[config.mk]
export PLATFORM = sky130hd
export DESIGN_NAME = go_back_n_sender
export DESIGN_NICKNAME = d
export VERILOG_FILES = /design/src/rtl/core/gbn_pkg.sv /design/src/rtl/core/gbn_ctrl.sv /design/src/rtl/core/gbn_dp.sv /design/src/rtl/core/go_back_n_sender.sv
export SDC_FILE = /design/constraint.sdc
export NUM_CORES = 1
export LEC_CHECK = 0
export BUFFER_PORTS_ARGS = -buffer_cell sky130_fd_sc_hd__buf_4
export CORE_MARGIN = 2
export CORE_UTILIZATION = 45
export DETAILED_ROUTE_END_ITERATION = 8
export SLEW_MARGIN = 0
export SYNTH_ARGS = -nofsm -noshare
export SYNTH_HDL_FRONTEND = slang
export SYNTH_SLANG_ARGS = --single-unit
[constraint.sdc]
create_clock -name clk -period 13.34 [get_ports clk]
set_input_delay 0.667 -clock clk [delete_from_list [all_inputs] [get_ports clk]]
set_output_delay 0.667 -clock clk [all_outputs]
set_load 0.005 [all_outputs]
[src/rtl/core/gbn_pkg.sv]
// Go-Back-N sender package: event, phase and sequencer state types, the
// controller/datapath command and status structs, register indexes and widths.
// No dependencies.
`timescale 1ns / 1ps

package gbn_pkg;

    localparam int FRAME_BITS  = 16;
    localparam int COUNT_BITS  = 32;
    localparam int BASE_BITS   = FRAME_BITS + 1;
    localparam int WBITS_W     = 3;
    localparam int CFG_DATA_W  = 16;
    localparam int CFG_INDEX_W = 1;

    localparam logic [CFG_INDEX_W-1:0] REG_WINDOW_BITS = 1'd0;
    localparam logic [CFG_INDEX_W-1:0] REG_FRAME_COUNT = 1'd1;

    localparam logic [WBITS_W-1:0]    WBITS_RESET       = 3'd3;
    localparam logic [FRAME_BITS-1:0] FRAME_COUNT_RESET = 16'd16;

    typedef enum logic [2:0] {
        EV_SENT  = 3'd0,
        EV_ACK   = 3'd1,
        EV_FAIL  = 3'd2,
        EV_SLIDE = 3'd3,
        EV_DONE  = 3'd4
    } event_kind_t;

    typedef enum logic [1:0] {
        PH_IDLE,
        PH_AWAIT,
        PH_DONE
    } phase_t;

    typedef enum logic [2:0] {
        ST_IDLE,
        ST_ACK,
        ST_SLIDE,
        ST_SEND,
        ST_DONE
    } state_t;

    typedef enum logic [1:0] {
        FSEL_ZERO,
        FSEL_ACK,
        FSEL_SENT
    } frame_sel_t;

    typedef struct packed {
        logic        accept;
        logic        start;
        logic        emit;
        event_kind_t kind;
        frame_sel_t  frame_sel;
        logic        bump;
        logic        ack_inc;
        logic        slide;
        logic        send_step;
        logic        set_await;
        logic        set_done;
        logic        last;
    } gbn_cmd_t;

    typedef struct packed {
        phase_t phase;
        logic   lost;
        logic   empty;
        logic   ack_is_last;
        logic   slide_done;
        logic   burst_last;
        logic   emit_ok;
    } gbn_stat_t;

endpackage

[src/rtl/core/gbn_ctrl.sv]
// Go-Back-N sender sequencer: walks one input word through its ack, slide,
// burst and done events. Depends on gbn_pkg.
`timescale 1ns / 1ps

module gbn_ctrl
(
    input  logic              clk,
    input  logic              rst_n,
    input  logic              in_valid,
    output logic              in_ready,
    input  logic              mode,
    input  gbn_pkg::gbn_stat_t stat,
    output gbn_pkg::gbn_cmd_t  cmd
);
    import gbn_pkg::*;

    state_t state_reg;
    state_t state_next;

    // Hold the sequencer state
    always_ff @(posedge clk or negedge rst_n)
    begin
        if (!rst_n)
        begin
            state_reg <= ST_IDLE;
        end
        else
        begin
            state_reg <= state_next;
        end
    end

    // Pick the next state
    always_comb
    begin
        state_next = state_reg;
        case (state_reg)
            ST_IDLE:
            begin
                if (in_valid)
                begin
                    if (!mode)
                    begin
                        state_next = stat.empty ? ST_DONE : ST_SEND;
                    end
                    else if (stat.phase == PH_AWAIT)
                    begin
                        state_next = ST_ACK;
                    end
                end
            end
            ST_ACK:
            begin
                if (stat.emit_ok)
                begin
                    state_next = (stat.lost || stat.ack_is_last) ? ST_SLIDE : ST_IDLE;
                end
            end
            ST_SLIDE:
            begin
                if (stat.emit_ok)
                begin
                    state_next = stat.slide_done ? ST_DONE : ST_SEND;
                end
            end
            ST_SEND:
            begin
                if (stat.emit_ok && stat.burst_last)
                begin
                    state_next = ST_IDLE;
                end
            end
            ST_DONE:
            begin
                if (stat.emit_ok)
                begin
                    state_next = ST_IDLE;
                end
            end
            default:
            begin
                state_next = ST_IDLE;
            end
        endcase
    end

    // Drive datapath commands
    always_comb
    begin
        in_ready = 1'b0;
        cmd      = '0;
        case (state_reg)
            ST_IDLE:
            begin
                in_ready   = 1'b1;
                cmd.accept = in_valid;
                cmd.start  = in_valid && !mode;
            end
            ST_ACK:
            begin
                cmd.emit      = stat.emit_ok;
                cmd.frame_sel = FSEL_ACK;
                if (!stat.lost)
                begin
                    cmd.kind    = EV_ACK;
                    cmd.bump    = stat.emit_ok;
                    cmd.ack_inc = stat.emit_ok;
                    cmd.last    = !stat.ack_is_last;
                end
                else
                begin
                    cmd.kind = EV_FAIL;
                end
            end
            ST_SLIDE:
            begin
                cmd.emit  = stat.emit_ok;
                cmd.kind  = EV_SLIDE;
                cmd.slide = stat.emit_ok;
            end
            ST_SEND:
            begin
                cmd.emit      = stat.emit_ok;
                cmd.kind      = EV_SENT;
                cmd.frame_sel = FSEL_SENT;
                cmd.bump      = stat.emit_ok;
                cmd.send_step = stat.emit_ok;
                cmd.set_await = stat.emit_ok && stat.burst_last;
                cmd.last      = stat.burst_last;
            end
            ST_DONE:
            begin
                cmd.emit     = stat.emit_ok;
                cmd.kind     = EV_DONE;
                cmd.set_done = stat.emit_ok;
                cmd.last     = 1'b1;
            end
            default:
            begin
                cmd = '0;
            end
        endcase
    end

endmodule

[src/rtl/core/gbn_dp.sv]
// Go-Back-N sender datapath: configuration registers, window base, ack and
// burst counters, saturating transmission count and the output word register.
// Depends on gbn_pkg.
`timescale 1ns / 1ps

module gbn_dp
#(
    parameter int MAX_WINDOW_BITS = 5
)
(
    input  logic                                clk,
    input  logic                                rst_n,
    input  logic                                cfg_we,
    input  logic [gbn_pkg::CFG_INDEX_W-1:0]     cfg_index,
    input  logic [gbn_pkg::CFG_DATA_W-1:0]      cfg_data,
    input  logic                                ack_lost,
    input  logic                                out_ready,
    output logic                                out_valid,
    output logic [2:0]                          event_kind,
    output logic [gbn_pkg::FRAME_BITS-1:0]      frame_number,
    output logic [gbn_pkg::COUNT_BITS-1:0]      transmissions,
    output logic                                last_of_run,
    input  gbn_pkg::gbn_cmd_t                   cmd,
    output gbn_pkg::gbn_stat_t                  stat
);
    import gbn_pkg::*;

    localparam int MW = MAX_WINDOW_BITS;

    logic [WBITS_W-1:0]    wbits_reg;
    logic [FRAME_BITS-1:0] fcount_reg;
    logic [BASE_BITS-1:0]  base_reg;
    logic [MW-1:0]         acked_reg;
    logic [MW-1:0]         k_reg;
    phase_t                phase_reg;
    logic [COUNT_BITS-1:0] count_reg;
    logic                  lost_reg;
    logic                  out_valid_reg;
    logic [2:0]            out_kind_reg;
    logic [FRAME_BITS-1:0] out_frame_reg;
    logic [COUNT_BITS-1:0] out_trans_reg;
    logic                  out_last_reg;

    logic [WBITS_W-1:0]    wbits_eff;
    logic [MW:0]           win_pow;
    logic [MW-1:0]         win_size;
    logic [BASE_BITS-1:0]  left;
    logic [MW-1:0]         burst_len;
    logic [BASE_BITS:0]    slid_base;
    logic [COUNT_BITS-1:0] count_bumped;
    logic [BASE_BITS-1:0]  frame_full;
    logic                  emit_ok;

    // Clamp window bits into 1..MAX_WINDOW_BITS and form 2^b - 1
    always_comb
    begin
        if (wbits_reg == '0)
        begin
            wbits_eff = WBITS_W'(1);
        end
        else if (32'(wbits_reg) > MW)
        begin
            wbits_eff = WBITS_W'(MW);
        end
        else
        begin
            wbits_eff = wbits_reg;
        end
        win_pow  = (MW+1)'(1) << wbits_eff;
        win_size = MW'(win_pow - (MW+1)'(1));
    end

    // Burst length: frames left from the base, capped by the window
    always_comb
    begin
        left = BASE_BITS'(fcount_reg) - base_reg + BASE_BITS'(1);
        if (base_reg > BASE_BITS'(fcount_reg))
        begin
            burst_len = '0;
        end
        else if (left < BASE_BITS'(win_size))
        begin
            burst_len = left[MW-1:0];
        end
        else
        begin
            burst_len = win_size;
        end
    end

    assign slid_base    = (BASE_BITS+1)'(base_reg) + (BASE_BITS+1)'(acked_reg);
    assign count_bumped = (count_reg == '1) ? count_reg : count_reg + COUNT_BITS'(1);
    assign emit_ok      = !out_valid_reg || out_ready;

    // Select the frame the event refers to
    always_comb
    begin
        case (cmd.frame_sel)
            FSEL_ACK:  frame_full = base_reg + BASE_BITS'(acked_reg);
            FSEL_SENT: frame_full = base_reg + BASE_BITS'(k_reg);
            default:   frame_full = '0;
        endcase
    end

    // Report status to the sequencer
    always_comb
    begin
        stat.phase       = phase_reg;
        stat.lost        = lost_reg;
        stat.empty       = (fcount_reg == '0);
        stat.ack_is_last = ((MW+1)'(acked_reg) + (MW+1)'(1)) >= (MW+1)'(burst_len);
        stat.slide_done  = slid_base > (BASE_BITS+1)'(fcount_reg);
        stat.burst_last  = ((MW+1)'(k_reg) + (MW+1)'(1)) == (MW+1)'(burst_len);
        stat.emit_ok     = emit_ok;
    end

    // Update configuration and transfer state
    always_ff @(posedge clk or negedge rst_n)
    begin
        if (!rst_n)
        begin
            wbits_reg     <= WBITS_RESET;
            fcount_reg    <= FRAME_COUNT_RESET;
            base_reg      <= BASE_BITS'(1);
            acked_reg     <= '0;
            k_reg         <= '0;
            phase_reg     <= PH_IDLE;
            count_reg     <= '0;
            out_valid_reg <= 1'b0;
        end
        else
        begin
            if (cfg_we)
            begin
                if (cfg_index == REG_WINDOW_BITS)
                begin
                    wbits_reg <= cfg_data[WBITS_W-1:0];
                end
                else if (cfg_index == REG_FRAME_COUNT)
                begin
                    fcount_reg <= cfg_data[FRAME_BITS-1:0];
                end
            end

            if (cmd.start)
            begin
                base_reg  <= BASE_BITS'(1);
                acked_reg <= '0;
                k_reg     <= '0;
                count_reg <= '0;
            end
            else
            begin
                if (cmd.bump)
                begin
                    count_reg <= count_bumped;
                end
                if (cmd.ack_inc)
                begin
                    acked_reg <= acked_reg + MW'(1);
                end
                if (cmd.slide)
                begin
                    base_reg  <= slid_base[BASE_BITS-1:0];
                    acked_reg <= '0;
                    k_reg     <= '0;
                end
                if (cmd.send_step)
                begin
                    k_reg <= k_reg + MW'(1);
                end
            end

            if (cmd.set_await)
            begin
                phase_reg <= PH_AWAIT;
                acked_reg <= '0;
            end
            else if (cmd.set_done)
            begin
                phase_reg <= PH_DONE;
            end

            // Fill on emit, drain when taken
            if (cmd.emit)
            begin
                out_valid_reg <= 1'b1;
            end
            else if (out_ready)
            begin
                out_valid_reg <= 1'b0;
            end
        end
    end

    // Capture the ack outcome and the output word payload
    always_ff @(posedge clk)
    begin
        if (cmd.accept)
        begin
            lost_reg <= ack_lost;
        end
        if (cmd.emit)
        begin
            out_kind_reg  <= cmd.kind;
            out_frame_reg <= frame_full[FRAME_BITS-1:0];
            out_trans_reg <= cmd.bump ? count_bumped : count_reg;
            out_last_reg  <= cmd.last;
        end
    end

    assign out_valid     = out_valid_reg;
    assign event_kind    = out_kind_reg;
    assign frame_number  = out_frame_reg;
    assign transmissions = out_trans_reg;
    assign last_of_run   = out_last_reg;

endmodule

[src/rtl/core/go_back_n_sender.sv]
// Go-Back-N ARQ sender top level: joins the sequencer and the datapath.
// Depends on gbn_pkg, gbn_ctrl and gbn_dp.
//
// Usage:
//   Input channel (in_valid/in_ready) carries one word: mode 0 starts a
//   transfer from frame one, mode 1 gives the outcome (ack_lost) of the
//   next awaited frame. Output channel (out_valid/out_ready) carries one
//   event word per cycle while out_ready is high: event_kind, frame_number,
//   transmissions and last_of_run, which marks the final event of each
//   input word. Configuration is written through cfg_we/cfg_index/cfg_data
//   while idle (a rule for the user; the block does not enforce it):
//   index 0 is window_bits, index 1 is frame_count. An input word is taken
//   in the idle state and then causes its events in order, at most an ack,
//   a slide and a full burst; the sequencer emits one event per cycle
//   through a single output register, but a stalled receiver freezes it
//   outside idle until the event is taken. An ack while no transfer awaits
//   one causes no event and in_ready stays high. The last event may sit in
//   the output register while the next word is accepted. Reset: window_bits
//   3, frame_count 16, transfer idle, count zero.
`timescale 1ns / 1ps

module go_back_n_sender
#(
    parameter int MAX_WINDOW_BITS = 5
)
(
    input  logic                            clk,
    input  logic                            rst_n,
    input  logic                            cfg_we,
    input  logic [gbn_pkg::CFG_INDEX_W-1:0] cfg_index,
    input  logic [gbn_pkg::CFG_DATA_W-1:0]  cfg_data,
    input  logic                            in_valid,
    output logic                            in_ready,
    input  logic                            mode,
    input  logic                            ack_lost,
    output logic                            out_valid,
    input  logic                            out_ready,
    output logic [2:0]                      event_kind,
    output logic [gbn_pkg::FRAME_BITS-1:0]  frame_number,
    output logic [gbn_pkg::COUNT_BITS-1:0]  transmissions,
    output logic                            last_of_run
);
    import gbn_pkg::*;

    gbn_cmd_t  cmd;
    gbn_stat_t stat;

    // Sequence events
    gbn_ctrl u_ctrl
    (
        .clk      (clk),
        .rst_n    (rst_n),
        .in_valid (in_valid),
        .in_ready (in_ready),
        .mode     (mode),
        .stat     (stat),
        .cmd      (cmd)
    );

    // Hold transfer state and the output word
    gbn_dp
    #(
        .MAX_WINDOW_BITS (MAX_WINDOW_BITS)
    )
    u_dp
    (
        .clk           (clk),
        .rst_n         (rst_n),
        .cfg_we        (cfg_we),
        .cfg_index     (cfg_index),
        .cfg_data      (cfg_data),
        .ack_lost      (ack_lost),
        .out_ready     (out_ready),
        .out_valid     (out_valid),
        .event_kind    (event_kind),
        .frame_number  (frame_number),
        .transmissions (transmissions),
        .last_of_run   (last_of_run),
        .cmd           (cmd),
        .stat          (stat)
    );

endmodule

**Word level (Yosys, flattened, before mapping)**

Index checks and enable logic that the tools add are counted.

- Add/sub/neg operators: 11
- $mul: 0
- Divide/modulo/power cells: 0
- $lt $le $gt $ge: 5
- Equality and inequality tests: 15
- Shift operators: 1
- Multiplexer cells: 44
- Bitwise operators: 1
- Reduce and logical (&&, ||, !) cells: 18

Operators by type and width:

| operator | number |
|---|---|
| 32-bit 2-to-1 mux | 3 |
| 5-bit 2-to-1 mux | 9 |
| 17-bit 2-to-1 mux | 2 |
| 3-bit 2-to-1 mux | 11 |
| 16-bit by 5-bit adder with 16-bit output | 2 |
| 32-bit by 1-bit adder with 32-bit output (second input constant) | 1 |
| 32-bit equality test (second input constant) | 1 |
| 16-bit one-hot mux with 2 select lines | 1 |
| 17-bit by 5-bit adder with 18-bit output | 1 |
| 18-bit by 16-bit > comparator with 1-bit output | 1 |
| 17-bit by 1-bit adder with 17-bit output (second input constant) | 1 |
| 17-bit by 16-bit > comparator with 1-bit output | 1 |
| 17-bit by 5-bit less-than comparator with 1-bit output | 1 |
| 16-bit by 17-bit subtractor with 17-bit output | 1 |
| 16-bit zero test | 1 |
| 4-bit one-hot mux with 4 select lines | 1 |
| 3-bit one-hot mux with 5 select lines | 1 |
| 2-bit 2-to-1 mux | 7 |
| 5-bit by 1-bit adder with 6-bit output (second input constant) | 2 |
| 5-bit by 1-bit adder with 5-bit output (second input constant) | 2 |
| 2-bit by 1-bit inequality test with 1-bit output (second input constant) | 4 |
| 1-bit 2-to-1 mux | 7 |
| 3-bit by 2-bit equality test with 1-bit output (second input constant) | 2 |
| 6-bit by 5-bit equality test with 1-bit output | 1 |
| 22 further kinds | 31 |

- Register bits: 137
- Latch bits: 0
- Bits in writable memories: 0
- ROM bits: 0
- Input port bits: 24
- Output and inout bits: 54
- Word-level logic and storage cells: 109
- Memories kept: 0

**Depth between registers and ports, before layout**

Gate-level depths: netlist of the first run.

- Depth in word-level cells: 13
- Gate-level depth with buffers: 24
- Depth with buffers taken out: 24

**Hierarchy**

Synthesis of the first run repeated with hierarchy kept, for this count alone.

- Cell total of the unflattened synthesis: 888
- Area total of the unflattened synthesis: 8927.3 um^2

By module, submodules not included:

| module | instances | cells each | area an instance (um^2) |
|---|---|---|---|
| gbn_dp | 1 | 825 | 8504.4 |
| gbn_ctrl | 1 | 63 | 422.9 |

**Worst setup path after synthesis of the first run**

No wires, ideal clock.

- Path type: register to register
- Start: reg u_dp.base_reg[1]
- End: reg u_ctrl.state_reg[1]
- Library setup time: 0.139 ns
- Arrival: 4.468 ns
- Slack: 8.732 ns
- Cell stages (with the launch flop): 23
- Period minus slack after synthesis: 4.608 ns
- Cell sequence: dfrtp_1 ha_1 fa_1 nor2b_1 o21a_1 nor2_1 xnor2_1 ha_1 a221o_1 nor4_2 nand4b_1 a2111oi_4 a311oi_1 or2_2 ha_1 a21o_1 a21oi_1 nor2b_1 o21ai_0 o211ai_1 nor2b_1 a21oi_1 a31oi_1

- Longest elaborated chain between the ends: 10

Ends and longest elaborated chain:

| element | line | RTL |
|---|---|---|
| start, declared | gbn_dp.sv:32 | `logic [BASE_BITS-1:0] base_reg;` |
| start signal, assigned | gbn_dp.sv:164 | `base_reg <= slid_base[BASE_BITS-1:0];` |
| 16-bit by 17-bit subtractor with 17-bit output | gbn_dp.sv:76 | `left = BASE_BITS'(fcount_reg) - base_reg + BASE_BITS'(1);` |
| 17-bit by 1-bit adder with 17-bit output | gbn_dp.sv:76 |  |
| 17-bit by 5-bit less-than comparator with 1-bit output | gbn_dp.sv:81 | `else if (left < BASE_BITS'(win_size))` |
| 5-bit 2-to-1 mux | gbn_dp.sv:81 |  |
| 5-bit 2-to-1 mux | gbn_dp.sv:77 | `if (base_reg > BASE_BITS'(fcount_reg))` |
| 6-bit by 5-bit greater-or-equal comparator with 1-bit output | gbn_dp.sv:111 | `stat.ack_is_last = ((MW+1)'(acked_reg) + (MW+1)'(1)) >= (MW+1)'(burst_len);` |
| 1-bit logical OR | gbn_ctrl.sv:56 | `state_next = (stat.lost \|\| stat.ack_is_last) ? ST_SLIDE : ST_IDLE;` |
| 2-bit 2-to-1 mux | gbn_ctrl.sv:56 |  |
| 3-bit 2-to-1 mux | gbn_ctrl.sv:54 | `if (stat.emit_ok)` |
| 3-bit one-hot mux with 5 select lines | gbn_ctrl.sv:37 | `case (state_reg)` |
| end signal, assigned | gbn_ctrl.sv:29 | `state_reg <= state_next;` |
| end, declared | gbn_ctrl.sv:17 | `state_t state_reg;` |

Several ways; a longest one is shown, not always the timed one. The select of a mux whose other input is x is not followed.
A chain may end at the register's enable or synchronous reset.

**Worst setup path in the final report of the first run**

Same ends and word-level chain as after synthesis.

==> results of run 1 <==
layer usage:
metal | wire (um) | share of wire, % | vias up | track usage (%)
li1 | - | - | 3355 | -
met5 | 0 | 0 | - | 0
met3 | 742 | 3.4 | 41 | 3.81
met1 | 10300 | 48 | 3308 | 28.3
met2 | 10200 | 47 | 161 | 33.8
met4 | 437 | 2.0 | 0 | 6.86
how the worst min path moves through the flow:
stage | slack [ns] | endpoint | start | cells past startpoint
after floorplan | 0.37 | u_ctrl.state_reg[0] | rst_n | 0
after global routing | 0.24 | u_dp.phase_reg[0] | rst_n | 1
after detailed placement | 0.49 | u_dp.phase_reg[1] | u_dp.phase_reg[1] | 2
after global placement | 0.47 | u_dp.phase_reg[1] | u_dp.phase_reg[1] | 2
final | 0.21 | u_dp.phase_reg[0] | rst_n | 1
after CTS | 0.22 | u_dp.phase_reg[0] | rst_n | 1
power groups by stage:
stage | clock network (mW) | registers (mW) | logic, mW
2_1_floorplan | 0 | 0.659 | 0.629
3_3_place_gp | 0 | 0.682 | 0.903
3_5_place_dp | 0 | 0.683 | 0.910
4_1_cts | 0.495 | 0.677 | 0.917
5_1_grt | 0.510 | 0.693 | 1.02
6_report | 0.485 | 0.676 | 0.912
cells by family (layout without fill, tap and decap cells):
logic type	Yosys count	in the layout
AO/OA/AOI/OAI	196	196
buffers and inverters	75	163
XOR/XNOR	68	68
multiplexers	30	30
adder cells (fa/ha/maj)	89	89
AND/OR/NAND/NOR	286	286
flip-flops	137	137
per-stage QoR:
| stage | utilization (%) | setup WS (ns) | area (um2) | power (mW) | std cells |
|---|---|---|---|---|---|
| floorplan | - | 8.73 | 8960 | 1.29 | 881 |
| global placement | 50.2 | 8.38 | 9810 | 1.59 | 1202 |
| detailed placement | 50.2 | 8.26 | 9810 | 1.59 | 1202 |
| CTS | 53.3 | 8.23 | 10400 | 2.09 | 1234 |
| global route | 53.3 | 7.88 | 10400 | 2.22 | 1234 |
| finish | 53.3 | 8.24 | 10400 | 2.07 | 1234 |
cells in the mapped netlist (all sizes together) (19+ instances only):
master,count
edfxtp,53
xnor2,42
nand4,19
a21o,23
dfrtp,80
nand2,66
xor2,26
mux2,25
inv,51
o21ai,43
nand3,27
nor3,20
clkbuf,22
a21boi,37
ha,85
a21oi,33
nor2,53
worst max-delay path, cell delays in order (launching register included):
cell       delay (ns)
dfrtp_1          0.48
ha_1             0.27
fa_1             0.46
nor2b_1          0.19
o21a_1           0.13
nor2_1           0.04
xnor2_1          0.14
ha_1             0.23
a221o_1          0.27
nor4_2           0.21
nand4b_1         0.20
a2111oi_4        0.52
a311oi_1         0.21
or2_2            0.35
ha_1             0.28
a21o_1           0.16
a21oi_1          0.15
nor2b_1          0.06
o21ai_0          0.15
o211ai_1         0.13
nor2b_1          0.15
a21oi_1          0.12
a31oi_1          0.09
area by class of cell:
class | count | area (um2)
Tap cell | 265 | 332
Inverter | 51 | 191
Timing Repair Buffer | 80 | 601
Clock buffer | 18 | 439
Fill cell | 1795 | 9120
Sequential cell | 137 | 3700
Clock inverter | 14 | 163
Multi-Input combinational cell | 669 | 4980
cell usage in the layout (no fill, tap or decap), types with 32 or more instances in the layout:
cell      instances
nor2_1           51
a21oi_1          32
buf_4            80
inv_1            51
nand2_1          66
o21ai_0          43
edfxtp_1         53
dfrtp_1          80
a21boi_0         37
ha_1             85
xnor2_1          42
==> results_dict.tcl, run 1 <==
set metrics [dict create \
    seqPwrFrac_pct 32.6 \
    clk_latency_ns 0.43 \
    pwr-share-comb_pct 44.0 \
    routed-via-count 6865 \
    post_cts_buffers 0 \
    gp_congestion 0.865 \
    yosysTopAreaCell "dfrtp_1" \
    synth_compound_area_share_pct 15.4 \
    postCtsHoldBufs 0 \
    finalSetupTns_ns 0 \
    r2r-start "u_dp.base_reg[1]" \
    cts-buffers-inserted 17 \
    io_buffers 77 \
    synthMuxAreaShare_pct 3.92 \
    yosys-top-cells-area "dfrtp_1, edfxtp_1, ha_1, xnor2_1, a21boi_0" \
    diodes 0 \
    clock_sinks 137 \
    grt.overflow.total 0 \
    hold_class "primary input to asynchronous set/reset pin" \
    end_kind "flip-flop" \
    syn_inst 881 \
    async_flop_share_pct 61.3 \
    p_int_mw 1.26 \
    synth-adder-area-share_pct 12.8 \
    cp_data_arrival_time_ns 5.40 \
    synth-seq-area-share_pct 41.3 \
    worstSetupPathType "flip-flop to flip-flop" \
    post_drt_wl_per_cell_um 17.5 \
    r2r_slack_ns 8.24 \
    cp-start-kind "flip-flop" \
    final.period_utilization_pct 38.2 \
    syn_area_per_cell_um2 10.2 \
    synth_edf_count 53 \
    post_cts_resized 0 \
    ys_seq_elements 137 \
    synthSimpleGateAreaFrac_pct 16.7 \
    relSlewSlack_pct 27.0 \
    ant_nets 0 \
    rsz0062_at_grt "no" \
    clock_skew_ns 0.0128 \
    grt_pass1_wl_mm 35.0 \
    dieArea_mm2 0.0211 \
    grt_use_total_pct 20.8 \
    powerDensity_mw_per_mm2 199 \
    antenna_found_initial 0 \
    timing.rr.end "u_ctrl.state_reg[1]" \
    vdd_ir_drop_max_uv 78.2 \
    sw_frac_of_total_pct 39.2 \
    p_sw_mw 0.813 \
    p_clk_share_pct 23.4 \
    start_util_pct 45.9 \
    die_w_um 145 \
    ys.warnings.count 0 \
    clockRootBuffer "clkbuf_16" \
    clkSlewWorstSetupHoldPaths_ns 0.06 \
    wl_mm 21.6 \
    drtIter0Drc 374 \
    max-cap-violations 0 \
    ff2ff_path_depth 22 \
    htreeDepth 4 \
    synth_top_family_by_area "simple AND/OR/NAND/NOR gates" \
    area_delta_synth_final_pct 16.2 \
    synth.cell_area_mm2 0.00896 \
    worst_pin_slew_ns 1.10 \
    crit_fanout 6 \
    grt_pass1_vias 6697 \
    fin_crit_ns 5.10 \
    first_pass_iters 5 \
    leakagePower_nw 4.63 \
    final-hold-violation-count 0 \
    worstSetupEndpoint "u_ctrl.state_reg[1]" \
    clockBufferDepth 2 \
    fmax_mhz 196 \
    synth_top_area_share_pct 22.3 \
    synth_nets 994 \
    synth-xor-area-share_pct 6.65 \
    io_pins 78 \
    die_y_um 145 \
    status "finished, final reports clean" \
    worstPathRequired_ns 13.64 \
    grt_max_degree 53 \
    synth.distinct_cells 69 \
    drv_slew 0 \
    num-nets-final 1069 \
    drc 0 \
    rows 51 \
    holdWs_ns 0.207 \
    setup-violations-final 0 \
    coreArea_mm2 0.0195 \
    ys.flop_type "dfrtp_1" \
    crit_start "u_dp.base_reg[1]" \
    via_per_inst 5.56 \
    drive_gt1_share_pct 17.3 \
    cts_tree "done" \
    dpl.hpwl_mm 16.0 \
]
Power figures use the tool's default switching activity.
==> run 2, diff against run 1 <==
==> constraint.sdc (replaced) <==
create_clock -name clk -period 5.1 [get_ports clk]
set_input_delay 0.255 -clock clk [delete_from_list [all_inputs] [get_ports clk]]
set_output_delay 0.255 -clock clk [all_outputs]
set_load 0.005 [all_outputs]
==> run 2 against run 1 <==
Net effect:
- non-clock buffer count grew 13
- global-route usage grew 0.97 points
- clock power grew to 2.7 times the previous value
- sequential power grew to 2.6 times the previous value
- core utilization grew 0.62 points
- critical path depth grew 1
- count of clock-buffer cells in the layout shrank 1
==> results_dict.tcl, run 2 (synthesis gave the netlist of run 1 again) <==
set metrics [dict create \
    status "finished, final reports clean" \
    mostFrequentLayoutCells "buf_4, ha_1, dfrtp_1" \
    final_cells 1247 \
    gp_congestion 0.909 \
    ff2ff_path_depth 23 \
    hp-start "cfg_data[15]" \
    end_kind "flip-flop" \
    grt_max_degree 48 \
    relSlewSlack_pct 24.3 \
    post_drt_wl_per_cell_um 17.9 \
    p_sw_mw 2.17 \
    drc 0 \
    cts_tree "done" \
    clkSlewWorstSetupHoldPaths_ns 0.07 \
    drtIter0Drc 374 \
    worstSetupPathType "flip-flop to flip-flop" \
    worst_pin_slew_ns 1.14 \
    grt_pass1_wl_mm 36.7 \
    rsz0062_at_grt "no" \
    powerDensity_mw_per_mm2 522 \
    clockRootBuffer "clkbuf_16" \
    final-hold-violation-count 0 \
    num-nets-final 1082 \
    max-cap-violations 0 \
    fmax_mhz 210 \
    cp_data_arrival_time_ns 5.06 \
    hold_class "primary input to flip-flop" \
    timing.rr.end "u_ctrl.state_reg[1]" \
    sw_frac_of_total_pct 39.5 \
    clk_latency_ns 0.43 \
    die_w_um 145 \
    coreArea_mm2 0.0195 \
    grt_pass1_vias 6882 \
    clockBufferDepth 2 \
    hold_path_depth 2 \
    setup-violations-final 0 \
    diodes 0 \
    seqPwrFrac_pct 31.9 \
    antenna_found_initial 0 \
    leakagePower_nw 4.69 \
    start_util_pct 45.9 \
    grt.overflow.total 0 \
    r2r_slack_ns 0.33 \
    pwr-share-comb_pct 44.6 \
    routed-via-count 6804 \
    clock_sinks 137 \
    crit_fanout 8 \
    min_to "u_dp.fcount_reg[15]" \
    drive_gt1_share_pct 18.7 \
    cp-start-kind "flip-flop" \
    p_clk_share_pct 23.4 \
    cts-buffers-inserted 17 \
    die_y_um 145 \
    p_int_mw 3.33 \
    placed_cells 1211 \
    wl_mm 22.3 \
    fin_crit_ns 4.77 \
    r2r-start "u_dp.fcount_reg[1]" \
    rows 51 \
    dieArea_mm2 0.0211 \
    final.period_utilization_pct 93.5 \
    utilization_pct 53.9 \
    holdWs_ns 0.0571 \
    layout_commonest_cell "buf_4" \
    clock_skew_ns 0.00816 \
    io_pins 78 \
    area_delta_synth_final_pct 17.5 \
    dpl.hpwl_mm 16.7 \
    first_pass_iters 5 \
    finalSetupTns_ns 0 \
    grt_use_total_pct 21.8 \
    via_per_inst 5.46 \
    ant_nets 0 \
    worstPathRequired_ns 5.39 \
    io_buffers 77 \
    vdd_ir_drop_max_uv 233 \
    drv_slew 0 \
    htreeDepth 4 \
]
## run 2: changes by cell type in the layout (fill, tap and decap cells not counted), moves of 2 or more
cell,previous run,this run
clkinv_4,3,0
dlygate4sd3_1,0,2
dfrtp_2,0,2
dfrtp_1,80,78
inv_6,3,7
buf_4,80,91
## run 2: per-stage QoR
step | total power, mW | instance area [um2] | setup slack [ns]
4_1_cts | 5.51 | 10500 | 0.243
2_1_floorplan | 3.37 | 8960 | 0.492
3_3_place_gp | 4.17 | 9870 | 0.361
3_5_place_dp | 4.20 | 9870 | 0.250
5_1_grt | 5.90 | 10500 | 0.0535
6_report | 5.50 | 10500 | 0.331
## run 2: power groups by stage
stage          clock, mW  combinational (mW)  sequential [mW]
2_1_floorplan          0                1.65             1.72
3_5_place_dp           0                2.43             1.78
6_report            1.29                2.45             1.76
3_3_place_gp           0                2.40             1.77
5_1_grt             1.36                2.73             1.80
4_1_cts             1.31                2.45             1.76
## run 2: final cells by class
cell class,count,area [um2]
fill,1806,9000
multi-input combinational,669,4990
sequential,137,3700
timing repair buffer,93,703
clock buffer,17,425
tap,265,332
inverter,51,191
clock inverter,15,183
## run 2: worst max path at each step
stage	slack, ns	end	start	cells past startpoint
after global placement	0.36	u_ctrl.state_reg[1]	u_dp.fcount_reg[1]	24
after CTS	0.24	u_ctrl.state_reg[1]	u_dp.fcount_reg[1]	24
after global routing	0.05	u_ctrl.state_reg[1]	u_dp.fcount_reg[1]	24
after detailed placement	0.25	u_ctrl.state_reg[1]	u_dp.fcount_reg[1]	24
after floorplan	0.49	u_ctrl.state_reg[1]	u_dp.base_reg[1]	22
final	0.33	u_ctrl.state_reg[1]	u_dp.fcount_reg[1]	23
## run 2: worst max-delay path, stage by stage (launching register included)
cell and delay, ns:
dfrtp_1 0.36, inv_1 0.08, ha_2 0.32, inv_1 0.04, ha_1 0.21, fa_1 0.40
a21o_1 0.24, a221oi_4 0.29, buf_4 0.18, nor2_2 0.05, mux2_4 0.31, a2111oi_4 0.34
buf_4 0.22, a41oi_1 0.17, ha_1 0.31, nand2b_1 0.14, a21o_1 0.19, a21oi_2 0.13
nor2b_1 0.05, o21ai_1 0.12, o211ai_1 0.12, nor2b_1 0.15, a21oi_1 0.12, a31oi_1 0.09
## run 2: metal layers
| metal | vias to the layer above | wire [um] | share of wire (%) | global-route usage [%] |
|---|---|---|---|---|
| met5 | - | 0 | 0 | 0 |
| met3 | 26 | 794 | 3.6 | 4.15 |
| met2 | 141 | 10700 | 48 | 35.8 |
| li1 | 3365 | - | - | - |
| met1 | 3272 | 10400 | 47 | 29.6 |
| met4 | 0 | 402 | 1.8 | 6.03 |
## run 2: what timing repair did
item	CTS	global route
endpoints found under the hold margin	38	0
setup buffers	0	2
setup endpoints to repair	0	2
resized for setup	0	6
hold buffers	2	0
==> run 3, diff against run 2 <==
--- a/config.mk
+++ b/config.mk
@@ -5,10 +5,11 @@
 export SDC_FILE = /design/constraint.sdc
 export NUM_CORES = 1
 export LEC_CHECK = 0
-export BUFFER_PORTS_ARGS = -buffer_cell sky130_fd_sc_hd__buf_4
+export CAP_MARGIN = 5
 export CORE_MARGIN = 2
 export CORE_UTILIZATION = 45
 export DETAILED_ROUTE_END_ITERATION = 8
+export DONT_BUFFER_PORTS = 1
 export SLEW_MARGIN = 0
 export SYNTH_ARGS = -nofsm -noshare
 export SYNTH_HDL_FRONTEND = slang
==> run 3 against run 2 <==
Net effect:
- cell area is 3.6% lower
- count of clock-buffer cells in the layout is 2 higher
- critical endpoint is now u_dp.last_of_run
- first-iteration DRC count is 25% higher
- worst setup slack worse by 0.074 ns
- flip-flop and latch count stayed put
- global-route usage is 0.67 points lower
- maximum frequency is 1.5% lower
- largest power group unchanged
- core utilization is 1.9 points lower
- critical path depth is 3 lower
- clock power is 5% lower
==> results_dict.tcl, run 3 (synthesis gave the netlist of run 1 again) <==
set metrics [dict create \
    via_per_inst 5.53 \
    clockBufferDepth 2 \
    grt_use_total_pct 21.1 \
    status "finished, final reports clean" \
    worst_pin_slew_ns 1.09 \
    area_delta_synth_final_pct 13.3 \
    post_drt_wl_per_cell_um 18.1 \
    dieArea_mm2 0.0211 \
    grt_max_degree 85 \
    clock_skew_ns 0.0123 \
    num-nets-final 1025 \
    hold_class "primary input to flip-flop" \
    start_util_pct 45.9 \
    gp_congestion 0.916 \
    drive_gt1_share_pct 11.7 \
    cts_tree "done" \
    routed-via-count 6578 \
    finalSetupTns_ns 0 \
    clock_sinks 137 \
    final.period_utilization_pct 95.0 \
    relSlewSlack_pct 27.1 \
    setup-violations-final 0 \
    rsz0062_at_grt "no" \
    clkSlewWorstSetupHoldPaths_ns 0.06 \
    grt_pass1_vias 6422 \
    wl_mm 21.5 \
    fin_crit_ns 4.84 \
    drc 0 \
    diodes 0 \
    worstSetupPathType "flip-flop to flip-flop" \
    cp_data_arrival_time_ns 5.01 \
    powerDensity_mw_per_mm2 515 \
    layout_commonest_cell "ha_1" \
    fmax_mhz 207 \
    vdd_ir_drop_max_uv 219 \
    io_pins 78 \
    htreeDepth 4 \
    rows 51 \
    clockRootBuffer "clkbuf_16" \
    die_y_um 145 \
    grt.overflow.total 0 \
    drv_slew 0 \
    io_buffers 0 \
    coreArea_mm2 0.0195 \
    end_kind "flip-flop" \
    utilization_pct 52.0 \
    dpl.hpwl_mm 15.9 \
    ant_nets 0 \
    mostFrequentLayoutCells "ha_1, dfrtp_1, nand2_1" \
    final-hold-violation-count 0 \
    die_w_um 145 \
    power_mw 5.23 \
    cp-start-kind "flip-flop" \
    worstPathRequired_ns 5.27 \
    max-cap-violations 0 \
    antenna_found_initial 0 \
    clk_latency_ns 0.43 \
    drtIter0Drc 467 \
    first_pass_iters 5 \
    cts-buffers-inserted 17 \
    leakagePower_nw 4.41 \
    crit_fanout 4 \
    grt_pass1_wl_mm 35.2 \
]
## run 3: cell types whose count changed in the layout (fill, tap and decap cells not counted), sizes merged
cell / before / now
bufinv: 2 / 1
buf: 91 / 17
clkinv: 1 / 4
dlygate4sd3: 2 / 19
inv: 60 / 56
clkbuf: 17 / 19
## run 3: critical path, cell delays in order (launching register included)
cell	delay, ns
dfstp_2	0.56
inv_1	0.07
ha_1	0.20
ha_1	0.20
fa_1	0.40
a21o_1	0.24
a221oi_4	0.37
mux2i_1	0.22
nand4b_1	0.19
a2111oi_4	0.43
buf_4	0.20
buf_4	0.11
a31oi_1	0.10
or2_2	0.32
ha_1	0.27
a21oi_1	0.06
nor2b_1	0.11
o21ai_1	0.07
o211ai_1	0.12
nor2_1	0.05
or3_1	0.30
## run 3: cell type report
cell class                      instances  area [um2]
Multi-Input combinational cell        669        5000
Clock inverter                         13         135
Clock buffer                           19         453
Sequential cell                       137        3700
Timing Repair Buffer                   36         338
Tap cell                              265         332
Fill cell                            1821        9380
Inverter                               51         191
## run 3: metal layers
layer	GRT usage, %	vias to the layer above	wire length (um)
li1	-	3248	-
met1	29.6	3192	10400
met2	33.5	126	10200
met3	4.78	12	801
met4	4.90	0	163
met5	0	-	0
## run 3: where the power goes
group          switching, mW  internal, mW
registers              0.276          1.52
clock network          0.523         0.710
logic                   1.30         0.900
## run 3: through the flow
step | worst slack [ns] | hold WS, ns | instances | instance area, um2
after floorplan | 0.492 | -0.0406 | 881 | 8960
after global placement | 0.277 | -0.0359 | 1134 | 9300
after detailed placement | 0.0886 | -0.0359 | 1134 | 9300
after CTS | 0.0805 | 0.0395 | 1186 | 10100
after global routing | 0.00837 | 0.0320 | 1190 | 10100
final | 0.258 | 0.0554 | 1190 | 10100
## run 3: repair_timing
action                                 in CTS  in global routing
gates resized for setup                     0                  4
setup endpoints to repair                   0                  2
endpoints found under the hold margin     135                  0
setup buffers                               0                  4
hold buffers                               20                  0
## run 3: final timing paths
kind,slack (ns),cells past startpoint,from,to
min in group asynchronous,0.38,2,rst_n,u_dp.fcount_reg[9]
max in group asynchronous,4.29,2,rst_n,u_dp.base_reg[0]
worst min-delay path,0.06,1,in_valid,u_dp.lost_reg
worst max-delay path,0.26,20,u_dp.base_reg[0],u_dp.last_of_run
worst min register to register,0.52,2,u_dp.phase_reg[1],u_dp.phase_reg[1]
worst max register to register,0.26,20,u_dp.base_reg[0],u_dp.last_of_run
